===== src/mavg_pkg.sv =====
`timescale 1ns / 1ps
// ----------------------------------------------------------------------------
// Moving average window package
// Shared constants, mode and register codes, controller/datapath interface.
// ----------------------------------------------------------------------------
package mavg_pkg;

    localparam int WINDOW_MAX_DEF    = 256;
    localparam int SAMPLE_BITS_DEF   = 16;
    localparam int SUM_BITS          = 24;
    localparam int SIZE_BITS         = 9;
    localparam int OFFSET_BITS       = 9;
    localparam int MODE_BITS         = 2;
    localparam int CFG_INDEX_BITS    = 1;
    localparam int WINDOW_SIZE_RESET = 256;

    localparam logic [MODE_BITS-1:0] MODE_INSERT = 2'd0;
    localparam logic [MODE_BITS-1:0] MODE_PEEK   = 2'd1;
    localparam logic [MODE_BITS-1:0] MODE_CLEAR  = 2'd2;
    localparam logic [MODE_BITS-1:0] MODE_FILL   = 2'd3;

    localparam logic [CFG_INDEX_BITS-1:0] CFG_WINDOW_SIZE = 1'd0;
    localparam logic [CFG_INDEX_BITS-1:0] CFG_FILL_VALUE  = 1'd1;

    typedef struct packed {
        logic capture;
        logic mem_read;
        logic insert_wr;
        logic bulk;
        logic div_start;
        logic div_avg;
        logic idx_load;
        logic out_load;
    } cmd_t;

    typedef struct packed {
        logic [MODE_BITS-1:0] mode;
        logic                 div_done;
        logic                 out_free;
    } status_t;

endpackage


===== src/mavg_ctrl.sv =====
`timescale 1ns / 1ps
// ----------------------------------------------------------------------------
// Moving average controller
// Sequences capture, memory access, sum update, division and output load.
// ----------------------------------------------------------------------------
module mavg_ctrl (
    input  logic              clk,
    input  logic              rst_n,
    input  logic              in_valid,
    output logic              in_stall,
    input  mavg_pkg::status_t status,
    output mavg_pkg::cmd_t    cmd
);

    import mavg_pkg::*;

    localparam logic [3:0] S_IDLE      = 4'd0;
    localparam logic [3:0] S_DISPATCH  = 4'd1;
    localparam logic [3:0] S_READ      = 4'd2;
    localparam logic [3:0] S_UPDATE    = 4'd3;
    localparam logic [3:0] S_IDX_START = 4'd4;
    localparam logic [3:0] S_IDX_WAIT  = 4'd5;
    localparam logic [3:0] S_BULK      = 4'd6;
    localparam logic [3:0] S_AVG_START = 4'd7;
    localparam logic [3:0] S_AVG_WAIT  = 4'd8;
    localparam logic [3:0] S_OUT       = 4'd9;

    logic [3:0] state_reg;
    logic [3:0] state_next;

    assign in_stall = (state_reg != S_IDLE);

    always_comb
    begin
        state_next = state_reg;
        cmd        = '0;
        unique case (state_reg)
            S_IDLE:
            begin
                if (in_valid)
                begin
                    cmd.capture = 1'b1;
                    state_next  = S_DISPATCH;
                end
            end
            S_DISPATCH:
            begin
                unique case (status.mode)
                    MODE_INSERT: state_next = S_READ;
                    MODE_PEEK:   state_next = S_IDX_START;
                    default:     state_next = S_BULK;
                endcase
            end
            S_READ:
            begin
                cmd.mem_read = 1'b1;
                state_next   = (status.mode == MODE_PEEK) ? S_AVG_START : S_UPDATE;
            end
            S_UPDATE:
            begin
                cmd.insert_wr = 1'b1;
                state_next    = S_AVG_START;
            end
            S_IDX_START:
            begin
                cmd.div_start = 1'b1;
                state_next    = S_IDX_WAIT;
            end
            S_IDX_WAIT:
            begin
                if (status.div_done)
                begin
                    cmd.idx_load = 1'b1;
                    state_next   = S_READ;
                end
            end
            S_BULK:
            begin
                cmd.bulk   = 1'b1;
                state_next = S_AVG_START;
            end
            S_AVG_START:
            begin
                cmd.div_start = 1'b1;
                cmd.div_avg   = 1'b1;
                state_next    = S_AVG_WAIT;
            end
            S_AVG_WAIT:
            begin
                cmd.div_avg = 1'b1;
                if (status.div_done)
                    state_next = S_OUT;
            end
            S_OUT:
            begin
                if (status.out_free)
                begin
                    cmd.out_load = 1'b1;
                    state_next   = S_IDLE;
                end
            end
            default:
            begin
                state_next = S_IDLE;
            end
        endcase
    end

    always_ff @(posedge clk or negedge rst_n)
    begin
        if (!rst_n)
            state_reg <= S_IDLE;
        else
            state_reg <= state_next;
    end

endmodule


===== config.mk =====
export PLATFORM = sky130hd
export DESIGN_NAME = mavg_ctrl
export DESIGN_NICKNAME = d
export VERILOG_FILES = /design/src/mavg_pkg.sv /design/src/mavg_ctrl.sv
export SDC_FILE = /design/constraint.sdc
export NUM_CORES = 1
export LEC_CHECK = 0
export BUFFER_PORTS_ARGS = -buffer_cell sky130_fd_sc_hd__buf_2
export CAP_MARGIN = 20
export CORE_AREA = 2 2 39 41
export CTS_BUF_LIST = sky130_fd_sc_hd__clkbuf_8
export CTS_CLUSTER_DIAMETER = 80
export DETAILED_ROUTE_END_ITERATION = 6
export DIE_AREA = 0 0 41 43
export MAX_ROUTING_LAYER = met4
export SLEW_MARGIN = 20
export SYNTH_ARGS = -nofsm -noshare
export SYNTH_HDL_FRONTEND = slang
export SYNTH_SLANG_ARGS = --single-unit

===== constraint.sdc =====
create_clock -name clk -period 1.3 [get_ports clk]
set_input_delay 0.065 -clock clk [delete_from_list [all_inputs] [get_ports clk]]
set_output_delay 0.065 -clock clk [all_outputs]
set_load 0.05 [all_outputs]

==> results_dict.tcl <==
set metrics [dict create \
    fillers 139 \
    fmax_mhz 758 \
    wl_um 1070 \
    layout-drive-gt1-share_pct 61.3 \
    worstPathArrival_ns 1.25 \
    clk_latency_ns 0.22 \
    yosysSeqAreaShare_pct 27.4 \
    path_class "flip-flop to output pin" \
    p_leak_nw 0.306 \
    layout.cells.most_common "buf_4" \
    fin_crit_ns 1.32 \
    drt_iter0_drc 3 \
    violations "setup timing" \
    layout_common_cells "buf_4, nand2_1, buf_2" \
    rsz0062_at_grt "yes" \
    post-route-period-util_pct 101 \
    dr.pass1.iters 3 \
    initial_utilization_pct 26.4 \
    vdd_drop_max_mv 1.05 \
    drv_slew 0 \
    crit_chain "and2b_2 > nor3b_2 > buf_6" \
    critPathTopFamily "flip-flops" \
    gp_congestion 0.824 \
    die_area_mm2 0.00176 \
    tightest_slew_ns 0.232 \
    largest_reg_flops 4 \
    multiInputGateArea_um2 298 \
    dp_slack_ns 0.0227 \
    tritoncts "yes" \
    port_buffers 15 \
    powerDensity_mw_per_mm2 3160 \
    grt-ovfl-total 0 \
    switchingPower_w 0.00108 \
    track_usage_pct 17.0 \
    relSlewSlack_pct 84.5 \
    final-hold-violation-count 0 \
    clk_pin_slew_worst_paths_ns 0.03 \
    grt_max_degree 9 \
    required_ns 1.24 \
    die_width_um 41 \
    ff_latch_area_um2 104 \
    dp_hpwl_um 813 \
    setup_tns_ns -0.0395 \
    comb_power_share_pct 73.2 \
    cp.buffers_inverters 1 \
    cap_viol_max_count 0 \
    synth_cells 50 \
    cts_buffer_depth 2 \
    worstPathMaxFanout 8 \
    ys_types 21 \
    synth_area_um2 365 \
    layout_setup_ws_ns -0.0194 \
    rows 14 \
    pwr-share-clk_pct 12.6 \
    ant_nets 0 \
    mappedNetlistNets 57 \
    antenna_cells 0 \
    layout.nets 84 \
    antenna_found_initial 0 \
    via_per_inst 4.98 \
    grt_pass1_wl_um 1940 \
    status "complete, but fails checks" \
    synth-seq-cells 4 \
    p_sw_share_pct 50.2 \
    yosys_warnings 0 \
    internal_power_w 0.00108 \
    avgRoutedWirePerCell_um 11.8 \
    root_buffer "clkbuf_8" \
    core_mm2 0.00138 \
    die_height_um 43 \
    numCtsBuffers 3 \
    setup_viol 4 \
    end_kind "output pin" \
    grt_pass1_vias 446 \
    syn_avg_cell_area_um2 7.31 \
    cts_htree_levels 1 \
    cpPeakStageDelay_ns 0.44 \
    drc_errors 0 \
    min_path_type "input pin to flip-flop" \
    slowest_stage "dfrtp_2" \
    io_pins 16 \
    start_kind "flip-flop" \
    finalClockSkew_ns 0.00195 \
    via_count 453 \
    pwr-share-seq_pct 14.2 \
    cts.sinks 4 \
    area_growth_pct 87.3 \
]
## final timing paths
kind / slack, ns / start / to / cells past startpoint
worst max register to register: 0 / state_reg[1] / state_reg[0] / 3
worst min-delay path: 0.11 / status[0] / state_reg[0] / 2
worst max-delay path: -0.02 / state_reg[0] / cmd[3] / 3
max in group asynchronous: 0.99 / rst_n / state_reg[2] / 2
worst min register to register: 0.65 / state_reg[2] / state_reg[3] / 3
min in group asynchronous: 0.18 / rst_n / state_reg[1] / 2
## power groups by stage
| stage | clock network, W | logic, W | registers, W |
|---|---|---|---|
| after floorplan | 0 | 0.00106 | 0.000212 |
| after global placement | 0 | 0.00128 | 0.000284 |
| after detailed placement | 0 | 0.00129 | 0.000289 |
| after CTS | 0.000280 | 0.00146 | 0.000290 |
| after global routing | 0.000284 | 0.00170 | 0.000327 |
| final | 0.000273 | 0.00158 | 0.000307 |
## metrics by stage
stage	utilization [%]	instances	hold WS, ns	total power (W)	instance area, µm²
final	49.5	91	0.111	0.00216	684
after global routing	49.5	91	0.139	0.00231	684
after CTS	45.8	89	0.111	0.00203	634
after detailed placement	37.3	84	-0.123	0.00158	515
after global placement	37.3	84	-0.125	0.00157	515
after floorplan	-	50	-0.231	0.00127	395
## per-layer routing
layer / track usage [%] / up-vias / wire length, µm
met2: 25.0 / 9 / 536
met5: - / - / 0
met3: 3.14 / 2 / 30
met4: 10.0 / 0 / 23
li1: - / 228 / -
met1: 20.8 / 214 / 479
## cell usage after synthesis, drive strengths merged
library cell	count	area, µm²
nor3b	1	7.51
nand2	11	41.3
a21oi	1	5.00
o32a	2	20.0
nor2	8	30.0
dfrtp	4	100
nand2b	2	20.0
o22ai	1	6.26
o21ai	3	15.0
and3	2	12.5
and2b	1	7.51
a311oi	1	8.76
or4b	1	10.0
nor2b	2	12.5
o221ai	1	15.0
nor3	2	10.0
a2bb2oi	1	8.76
inv	2	7.51
buf	4	27.5
## final cells by class
type	instances	area share, %
Timing Repair Buffer	26	31.3
Clock buffer	3	6.03
Inverter	2	1.10
Sequential cell	4	15.2
Multi-Input combinational cell	40	43.5
Tap cell	16	2.93
## cell families after synthesis
logic type	after synthesis	synth area share [%]
AND/OR/NAND/NOR	30	41.4
AO/OA/AOI/OAI	10	21.6
buffers and inverters	6	9.59
flip-flops	4	27.4
## repair_timing
action                     CTS  global route
setup buffers                1             2
setup endpoints to repair    8            10
hold buffers                 1             0
gates resized for setup     20            11
hold endpoints to repair     4             0
pin swaps                    3             1
Note: power is estimated with default switching activity, not from simulation.
